--- src/sv/cbcs_pkg.sv ---
// shared constants, types and state codes for the cubic bezier curve sampler
package cbcs_pkg;

  localparam int COORD_W      = 32;
  localparam int WEIGHT_FRAC  = 16;
  localparam int WEIGHT_W     = WEIGHT_FRAC + 1;
  localparam int MAX_DETAIL   = 63;
  localparam int DETAIL_W     = $clog2(MAX_DETAIL + 1);
  localparam int TAB_ROWS     = MAX_DETAIL + 1;
  localparam int RESET_DETAIL = (20 < MAX_DETAIL) ? 20 : MAX_DETAIL;
  localparam int LANES        = 3;

  // weight build arithmetic
  localparam int N2_W        = 2 * DETAIL_W;
  localparam int DEN_W       = 3 * DETAIL_W;
  localparam int NUM_EXT_W   = DEN_W + 2;
  localparam int DIVIDEND_W  = DEN_W + WEIGHT_W;
  localparam int DIV_STEPS   = WEIGHT_W;
  localparam int DIV_CNT_W   = $clog2(DIV_STEPS + 1);

  // blend arithmetic
  localparam int PROD_W = COORD_W + WEIGHT_W + 1;
  localparam int SUM_W  = PROD_W + 2;

  typedef logic [WEIGHT_W-1:0] weight_t;
  typedef weight_t [3:0] weight_row_t;
  typedef logic signed [COORD_W-1:0] coord_t;

  localparam weight_t WEIGHT_ONE = weight_t'(2 ** WEIGHT_FRAC);
  localparam weight_row_t PLAIN_ROW = {weight_t'(0), weight_t'(0), weight_t'(0), WEIGHT_ONE};

  localparam logic MODE_VERTEX = 1'b0;
  localparam logic MODE_BEZIER = 1'b1;

  typedef struct packed {
    logic                start;
    logic [DETAIL_W-1:0] detail;
  } build_req_t;

  typedef enum logic {
    C_IDLE,
    C_RUN
  } ctl_state_t;

  typedef enum logic [2:0] {
    W_IDLE,
    W_PREP,
    W_DEN,
    W_ROW,
    W_NUM,
    W_START,
    W_WAIT,
    W_WRITE
  } wtab_state_t;

endpackage

--- src/sv/cbcs_wdiv.sv ---
// restoring divider, one quotient bit per cycle, for the bernstein weight build
module cbcs_wdiv (
  input  logic                                clk,
  input  logic                                rst_n,
  input  logic                                start,
  input  logic [cbcs_pkg::DIVIDEND_W-1:0]     dividend,
  input  logic [cbcs_pkg::DEN_W-1:0]          divisor,
  output logic                                done,
  output logic [cbcs_pkg::WEIGHT_W-1:0]       quot
);

  logic [cbcs_pkg::DEN_W-1:0]     rem_r;
  logic [cbcs_pkg::WEIGHT_W-1:0]  low_r;
  logic [cbcs_pkg::WEIGHT_W-1:0]  q_r;
  logic [cbcs_pkg::DIV_CNT_W-1:0] cnt_r;
  logic                           done_r;
  logic [cbcs_pkg::DEN_W:0]       trial;
  logic [cbcs_pkg::DEN_W:0]       diff;
  logic                           fits;

  assign trial = {rem_r, low_r[cbcs_pkg::WEIGHT_W-1]};
  assign diff  = trial - {1'b0, divisor};
  assign fits  = (trial >= {1'b0, divisor});

  always_ff @(posedge clk) begin
    if (!rst_n) begin
      cnt_r  <= '0;
      done_r <= 1'b0;
    end else begin
      done_r <= 1'b0;
      if (start) begin
        cnt_r <= cbcs_pkg::DIV_CNT_W'(cbcs_pkg::DIV_STEPS);
      end else if (cnt_r != '0) begin
        cnt_r <= cnt_r - 1'b1;
        if (cnt_r == cbcs_pkg::DIV_CNT_W'(1)) begin
          done_r <= 1'b1;
        end
      end
    end
  end

  // upper dividend bits are already below the divisor, so only the low bits iterate
  always_ff @(posedge clk) begin
    if (start) begin
      rem_r <= dividend[cbcs_pkg::DIVIDEND_W-1:cbcs_pkg::WEIGHT_W];
      low_r <= dividend[cbcs_pkg::WEIGHT_W-1:0];
      q_r   <= '0;
    end else if (cnt_r != '0) begin
      rem_r <= fits ? diff[cbcs_pkg::DEN_W-1:0] : trial[cbcs_pkg::DEN_W-1:0];
      low_r <= {low_r[cbcs_pkg::WEIGHT_W-2:0], 1'b0};
      q_r   <= {q_r[cbcs_pkg::WEIGHT_W-2:0], fits};
    end
  end

  assign done = done_r;
  assign quot = q_r;

endmodule

--- src/sv/cbcs_wtab.sv ---
// bernstein weight table: build sequencer and one-row-per-cycle read port
module cbcs_wtab (
  input  logic                              clk,
  input  logic                              rst_n,
  input  cbcs_pkg::build_req_t              build,
  input  logic                              rd_en,
  input  logic [cbcs_pkg::DETAIL_W-1:0]     rd_addr,
  output logic                              busy,
  output cbcs_pkg::weight_row_t             rd_row
);

  cbcs_pkg::wtab_state_t state_r, state_nxt;

  logic [cbcs_pkg::DETAIL_W-1:0]   n_r;
  logic [cbcs_pkg::DETAIL_W-1:0]   i_r;
  logic [cbcs_pkg::DETAIL_W-1:0]   s_r;
  logic [cbcs_pkg::N2_W-1:0]       n2_r;
  logic [cbcs_pkg::N2_W-1:0]       s2_r;
  logic [cbcs_pkg::N2_W-1:0]       i2_r;
  logic [cbcs_pkg::DEN_W-1:0]      den_r;
  logic [cbcs_pkg::DEN_W-1:0]      num_r;
  logic [1:0]                      k_r;
  cbcs_pkg::weight_row_t           row_r;
  logic [cbcs_pkg::NUM_EXT_W-1:0]  num_ext;
  logic [cbcs_pkg::DIVIDEND_W-1:0] dividend;
  logic                            div_start;
  logic                            div_done;
  logic [cbcs_pkg::WEIGHT_W-1:0]   div_quot;

  cbcs_pkg::weight_row_t mem [cbcs_pkg::TAB_ROWS];

  cbcs_wdiv u_wdiv (
    .clk      (clk),
    .rst_n    (rst_n),
    .start    (div_start),
    .dividend (dividend),
    .divisor  (den_r),
    .done     (div_done),
    .quot     (div_quot)
  );

  // round to nearest: (num * 2^16 + den / 2) / den
  assign dividend = cbcs_pkg::DIVIDEND_W'({num_r, {cbcs_pkg::WEIGHT_FRAC{1'b0}}})
                  + cbcs_pkg::DIVIDEND_W'(den_r >> 1);

  always_comb begin
    case (k_r)
      2'd0:    num_ext = cbcs_pkg::NUM_EXT_W'(s2_r) * cbcs_pkg::NUM_EXT_W'(s_r);
      2'd1:    num_ext = cbcs_pkg::NUM_EXT_W'(3) * cbcs_pkg::NUM_EXT_W'(s2_r)
                       * cbcs_pkg::NUM_EXT_W'(i_r);
      2'd2:    num_ext = cbcs_pkg::NUM_EXT_W'(3) * cbcs_pkg::NUM_EXT_W'(i2_r)
                       * cbcs_pkg::NUM_EXT_W'(s_r);
      default: num_ext = cbcs_pkg::NUM_EXT_W'(i2_r) * cbcs_pkg::NUM_EXT_W'(i_r);
    endcase
  end

  always_ff @(posedge clk) begin
    if (!rst_n) begin
      state_r <= cbcs_pkg::W_PREP;
      n_r     <= cbcs_pkg::DETAIL_W'(cbcs_pkg::RESET_DETAIL);
    end else begin
      state_r <= state_nxt;
      if (state_r == cbcs_pkg::W_IDLE && build.start) begin
        n_r <= build.detail;
      end
    end
  end

  always_comb begin
    state_nxt = state_r;
    div_start = 1'b0;
    unique case (state_r)
      cbcs_pkg::W_IDLE:  if (build.start) state_nxt = cbcs_pkg::W_PREP;
      cbcs_pkg::W_PREP:  state_nxt = cbcs_pkg::W_DEN;
      cbcs_pkg::W_DEN:   state_nxt = cbcs_pkg::W_ROW;
      cbcs_pkg::W_ROW:   state_nxt = cbcs_pkg::W_NUM;
      cbcs_pkg::W_NUM:   state_nxt = cbcs_pkg::W_START;
      cbcs_pkg::W_START: begin
        div_start = 1'b1;
        state_nxt = cbcs_pkg::W_WAIT;
      end
      cbcs_pkg::W_WAIT: begin
        if (div_done) begin
          state_nxt = (k_r == 2'd3) ? cbcs_pkg::W_WRITE : cbcs_pkg::W_NUM;
        end
      end
      cbcs_pkg::W_WRITE: state_nxt = (i_r == n_r) ? cbcs_pkg::W_IDLE : cbcs_pkg::W_ROW;
      default:           state_nxt = cbcs_pkg::W_IDLE;
    endcase
  end

  always_ff @(posedge clk) begin
    case (state_r)
      cbcs_pkg::W_PREP: begin
        n2_r <= cbcs_pkg::N2_W'(n_r) * cbcs_pkg::N2_W'(n_r);
        i_r  <= '0;
      end
      cbcs_pkg::W_DEN: den_r <= cbcs_pkg::DEN_W'(n2_r) * cbcs_pkg::DEN_W'(n_r);
      cbcs_pkg::W_ROW: begin
        s_r  <= n_r - i_r;
        s2_r <= cbcs_pkg::N2_W'(n_r - i_r) * cbcs_pkg::N2_W'(n_r - i_r);
        i2_r <= cbcs_pkg::N2_W'(i_r) * cbcs_pkg::N2_W'(i_r);
        k_r  <= '0;
      end
      cbcs_pkg::W_NUM: num_r <= num_ext[cbcs_pkg::DEN_W-1:0];
      cbcs_pkg::W_WAIT: begin
        if (div_done) begin
          row_r[k_r] <= div_quot;
          k_r        <= k_r + 1'b1;
        end
      end
      cbcs_pkg::W_WRITE: i_r <= i_r + 1'b1;
      default: ;
    endcase
  end

  always_ff @(posedge clk) begin
    if (state_r == cbcs_pkg::W_WRITE) begin
      mem[i_r] <= row_r;
    end
  end

  always_ff @(posedge clk) begin
    if (rd_en) begin
      rd_row <= mem[rd_addr];
    end
  end

  assign busy = (state_r != cbcs_pkg::W_IDLE);

endmodule

--- config.mk ---
export PLATFORM = sky130hd
export DESIGN_NAME = cbcs_wtab
export DESIGN_NICKNAME = d
export VERILOG_FILES = /design/src/sv/cbcs_pkg.sv /design/src/sv/cbcs_wdiv.sv /design/src/sv/cbcs_wtab.sv
export SDC_FILE = /design/constraint.sdc
export NUM_CORES = 2
export LEC_CHECK = 0
export BUFFER_PORTS_ARGS = -buffer_cell sky130_fd_sc_hd__buf_2
export CAP_MARGIN = 40
export CORE_UTILIZATION = 50
export DETAILED_ROUTE_END_ITERATION = 10
export PLACE_DENSITY = 0.63
export SETUP_SLACK_MARGIN = 0.5
export SLEW_MARGIN = 20
export SYNTH_ARGS = -nofsm -noshare
export SYNTH_HDL_FRONTEND = slang
export SYNTH_MEMORY_MAX_BITS = 65536
export SYNTH_SLANG_ARGS = --single-unit
--- constraint.sdc ---
create_clock -name clk -period 12.82 [get_ports clk]
set_clock_uncertainty 0.05 [all_clocks]
set_input_delay 0.641 -clock clk [delete_from_list [all_inputs] [get_ports clk]]
set_output_delay 0.641 -clock clk [all_outputs]
set_load 0.01 [all_outputs]
==> impl_results.md <==
* Worst Hold Depth at 5
* # Post-CTS Setup Buffers at 0
* Share of cells above drive strength 1 at 27.27%
* Net switching power at 12.66 mW
* Hold_buf cts at 12
* Flop pwr share at 41.0%
* # clock sinks at 4637
* Post-synth ARST share at 0%
* Pwr dens at 195.5 nW/um^2
* # DRC at 0
* Cell area after synthesis at 189700 um^2
* Vias at 93310
* Crit path DAT at 7.38 ns
* Design Power at 41.96 mW
* Max H-tree Level at 5
* Yosys warns at 0
* R2R depth at 23
* Setup TNS Final at 0 ns
* Number of synthesized flops with an enable pin at 4605
* Seq/Total Area, Yosys at 73.25%
* Crit path kind: flop to flop
* Mapped Nets at 9168
* Initial antenna violation count at 28
* Internal power at 29.30 mW
* Vias/cell at 6.391
* Fin. max-slew vios at 0
* Syn avg cell area at 21.87 um^2
* Clock power share at 31.1%
* Reg-to-Reg End: num_r[16]$_DFFE_PP_
* GRT overflow at 0
* Post-synthesis instance total at 8674
* Drt first pass iters at 8
* Upper clock frequency limit at 148.2 MHz
* Endpoint type of the worst setup path: flop
* Sw frac at 30.18%
* Distinct cells, synth at 71
* CTS tree: done
* Initial drt markers at 12910
* Total of max-cap violations at 0
* DIE WIDTH at 617.9 um
* Crit path launch type: flop
* Core Box Area at 376700 um^2
* Worst slew pin tran at 1.059 ns
* Vias in the first global route at 94790
* Finished Cell Area at 214600 um^2
* PnR worst setup slack at 6.071 ns
* WHS Endpoint: state_r[0]$_SDFFE_PN1P_
* Setup violators final at 0
* Routed WL per cell at 35.04 um
* Hold Fails Final Rpt at 0
* First-pass GRT wire length at 721.4 mm
* Final WL at 511.6 mm
* Status: complete, no violations
* Tmin final at 6.749 ns
* Worst endpoint required time at 13.45 ns
* Tightest Hold Check Type: input port to flop
* Non-filler instance count after layout at 14600
* Flops & latches, synth at 4637
* Top FF cell, synth: edfxtp_1
* CTS resizes at 0
* Site Rows at 225
* Placed Cells at 13730
* Final Net Count at 9705
* Placer Congestion at 0.8294
* Slew margin rel. at 29.40%
* Initial Util at 50.35%
* Area grow syn2layout at 13.16%
* Comb power frac at 27.9%
* GRT Util Overall at 26.94%
* Die area at 381800 um^2
* Die Span Y at 617.9 um
* Pin count of the biggest net entering global routing at 128
* Crit-path max FO at 13
* Clock transition at the registers of the reported paths at 0.06 ns
* Final antenna-violating net count at 0
* Area of placed instances at 199800 um^2
* I/O pins at 85
* Worst vdd ir at 0.7954 mV
* IO buf count at 84
* Final worst-path cycle share at 52.65%
* Worst reg2reg startpoint: i2_r[2]$_DFFE_PP_
* DP Worst Slack at 6.179 ns
* Hold Crit Start: build[6]
* CTS max path bufs at 4
* Clk Latency, worst-skew pair at 0.98 ns
* RSZ-0062 raised after global routing: no
* DP Wirelength at 280.7 mm
* TritonCTS Buffers at 454
* Setup slack, reg-to-reg at 6.07 ns
* Leak pwr at 69.75 nW
* CTS root buf: clkbuf_16
## critical path, cell delays in order (launching register included)
cell and delay [ns]:
edfxtp_1 0.77, ha_1 0.30, inv_1 0.06, fa_1 0.41, nor2b_1 0.17, o31a_1 0.21, or2_2 0.15, a31oi_1 0.10
xnor2_1 0.47, nor2b_1 0.15, fa_1 0.55, fa_1 0.56, inv_1 0.05, fa_1 0.47, inv_1 0.04, ha_1 0.33
and2_1 0.15, o21ai_0 0.15, o31ai_1 0.14, or4_1 0.42, a31oi_1 0.21, xnor2_1 0.12, a222oi_1 0.32, mux2i_1 0.12
## cell usage in the layout, fill, tap and decap left out, types with 91 or more instances in the layout
cell type | Yosys | routed
edfxtp_1 | 4605 | 4605
and2_1 | 161 | 161
inv_1 | 407 | 407
fa_1 | 252 | 252
buf_4 | 3 | 247
clkinv_2 | 0 | 91
mux4_2 | 1428 | 1428
nand2_1 | 302 | 302
a21oi_1 | 99 | 99
nor2_1 | 179 | 112
ha_1 | 226 | 226
clkinv_1 | 2 | 120
xnor2_1 | 101 | 101
clkbuf_16 | 0 | 459
## logic make-up (layout without fill, tap and decap cells)
group	after synthesis	in the layout	share of synthesized area, %
adder cells (fa/ha/maj)	478	478	4.151
flip-flops	4637	4637	73.25
other	0	15	0
buffers and inverters	806	1724	1.644
XOR/XNOR	147	147	0.6861
AO/OA/AOI/OAI	337	337	1.151
multiplexers	1454	1454	17.10
AND/OR/NAND/NOR	815	815	2.027
## metal layers
metal	vias to the layer above	GRT usage (%)	wire, um
li1	36750	-	-
met3	817	4.356	45650
met2	4643	44.30	252300
met4	16	6.953	14560
met1	51090	37.95	199000
met5	-	0	100
## through the flow
| stage | hold WS (ns) | util (%) |
|---|---|---|
| final | 0.1324 | 56.98 |
| after global routing | 0.1427 | 56.97 |
| after CTS | 0.06412 | 56.91 |
| after detailed placement | 0.4669 | 53.05 |
| after global placement | 0.4513 | 52.47 |
| after floorplan | 0.4092 | - |
## cell usage after synthesis, types with 16 or more instances
| cell type | count | share of area, % |
|---|---|---|
| buf_2 | 59 | 0.16 |
| a31oi_1 | 20 | 0.066 |
| xor2_1 | 45 | 0.21 |
| buf_1 | 71 | 0.14 |
| a21o_1 | 29 | 0.11 |
| a21oi_1 | 99 | 0.26 |
| fa_1 | 252 | 2.7 |
| and3_1 | 19 | 0.063 |
| nand2_1 | 302 | 0.60 |
| and2_1 | 161 | 0.53 |
| edfxtp_1 | 4605 | 73 |
| mux4_2 | 1428 | 17 |
| nor2_1 | 179 | 0.35 |
| xnor2_1 | 101 | 0.47 |
| nand3_1 | 37 | 0.098 |
| o21a_1 | 18 | 0.071 |
| a211oi_1 | 16 | 0.063 |
| nand2b_1 | 21 | 0.069 |
| nor3_1 | 26 | 0.069 |
| inv_1 | 407 | 0.81 |
| clkbuf_1 | 261 | 0.52 |
| o21bai_1 | 20 | 0.079 |
| mux2i_1 | 23 | 0.12 |
| ha_1 | 226 | 1.5 |
| dfxtp_1 | 32 | 0.34 |
| nor2b_1 | 36 | 0.12 |
| o21ai_0 | 67 | 0.18 |
## cell type report
cell class                      instances  area (um^2)
Antenna cell                           15        37.54
Tap cell                             4994         6248
Clock buffer                          543        11840
Multi-Input combinational cell       3231        48130
Inverter                              411         1543
Timing Repair Buffer                  476         5315
Sequential cell                      4637       138900
Fill cell                           27350       162000
Clock inverter                        294         2592
## how the worst max path moves through the flow
stage	startpoint	to	slack, ns	cells past startpoint
finish	i2_r[2]$_DFFE_PP_	num_r[16]$_DFFE_PP_	6.07	23
global route	i2_r[2]$_DFFE_PP_	num_r[16]$_DFFE_PP_	5.77	23
CTS	i2_r[2]$_DFFE_PP_	num_r[16]$_DFFE_PP_	6.15	23
detailed placement	i2_r[2]$_DFFE_PP_	num_r[16]$_DFFE_PP_	6.18	23
global placement	i_r[2]$_SDFFCE_PN0P_	s2_r[11]$_DFFE_PP_	6.27	27
floorplan	i2_r[3]$_DFFE_PP_	num_r[16]$_DFFE_PP_	7.16	23
## registers in the layout (all words and copies together), names as in the netlist, 10 cells and up
name / flops
rd_row: 68
den_r: 18
s2_r: 10
mem: 4352
i2_r: 11
u_wdiv.low_r: 17
u_wdiv.quot: 17
n2_r: 11
num_r: 18
row_r: 68
u_wdiv.rem_r: 18
## power by group through the flow
stage          registers [mW]  logic, mW  clock network, mW
2_1_floorplan            17.4       8.61                  0
3_3_place_gp             17.6       11.5                  0
3_5_place_dp             17.5       11.7                  0
4_1_cts                  17.2       11.8               13.2
5_1_grt                  17.2       13.2               13.7
6_report                 17.2       11.7               13.0
(Power assumes the default switching activity.)
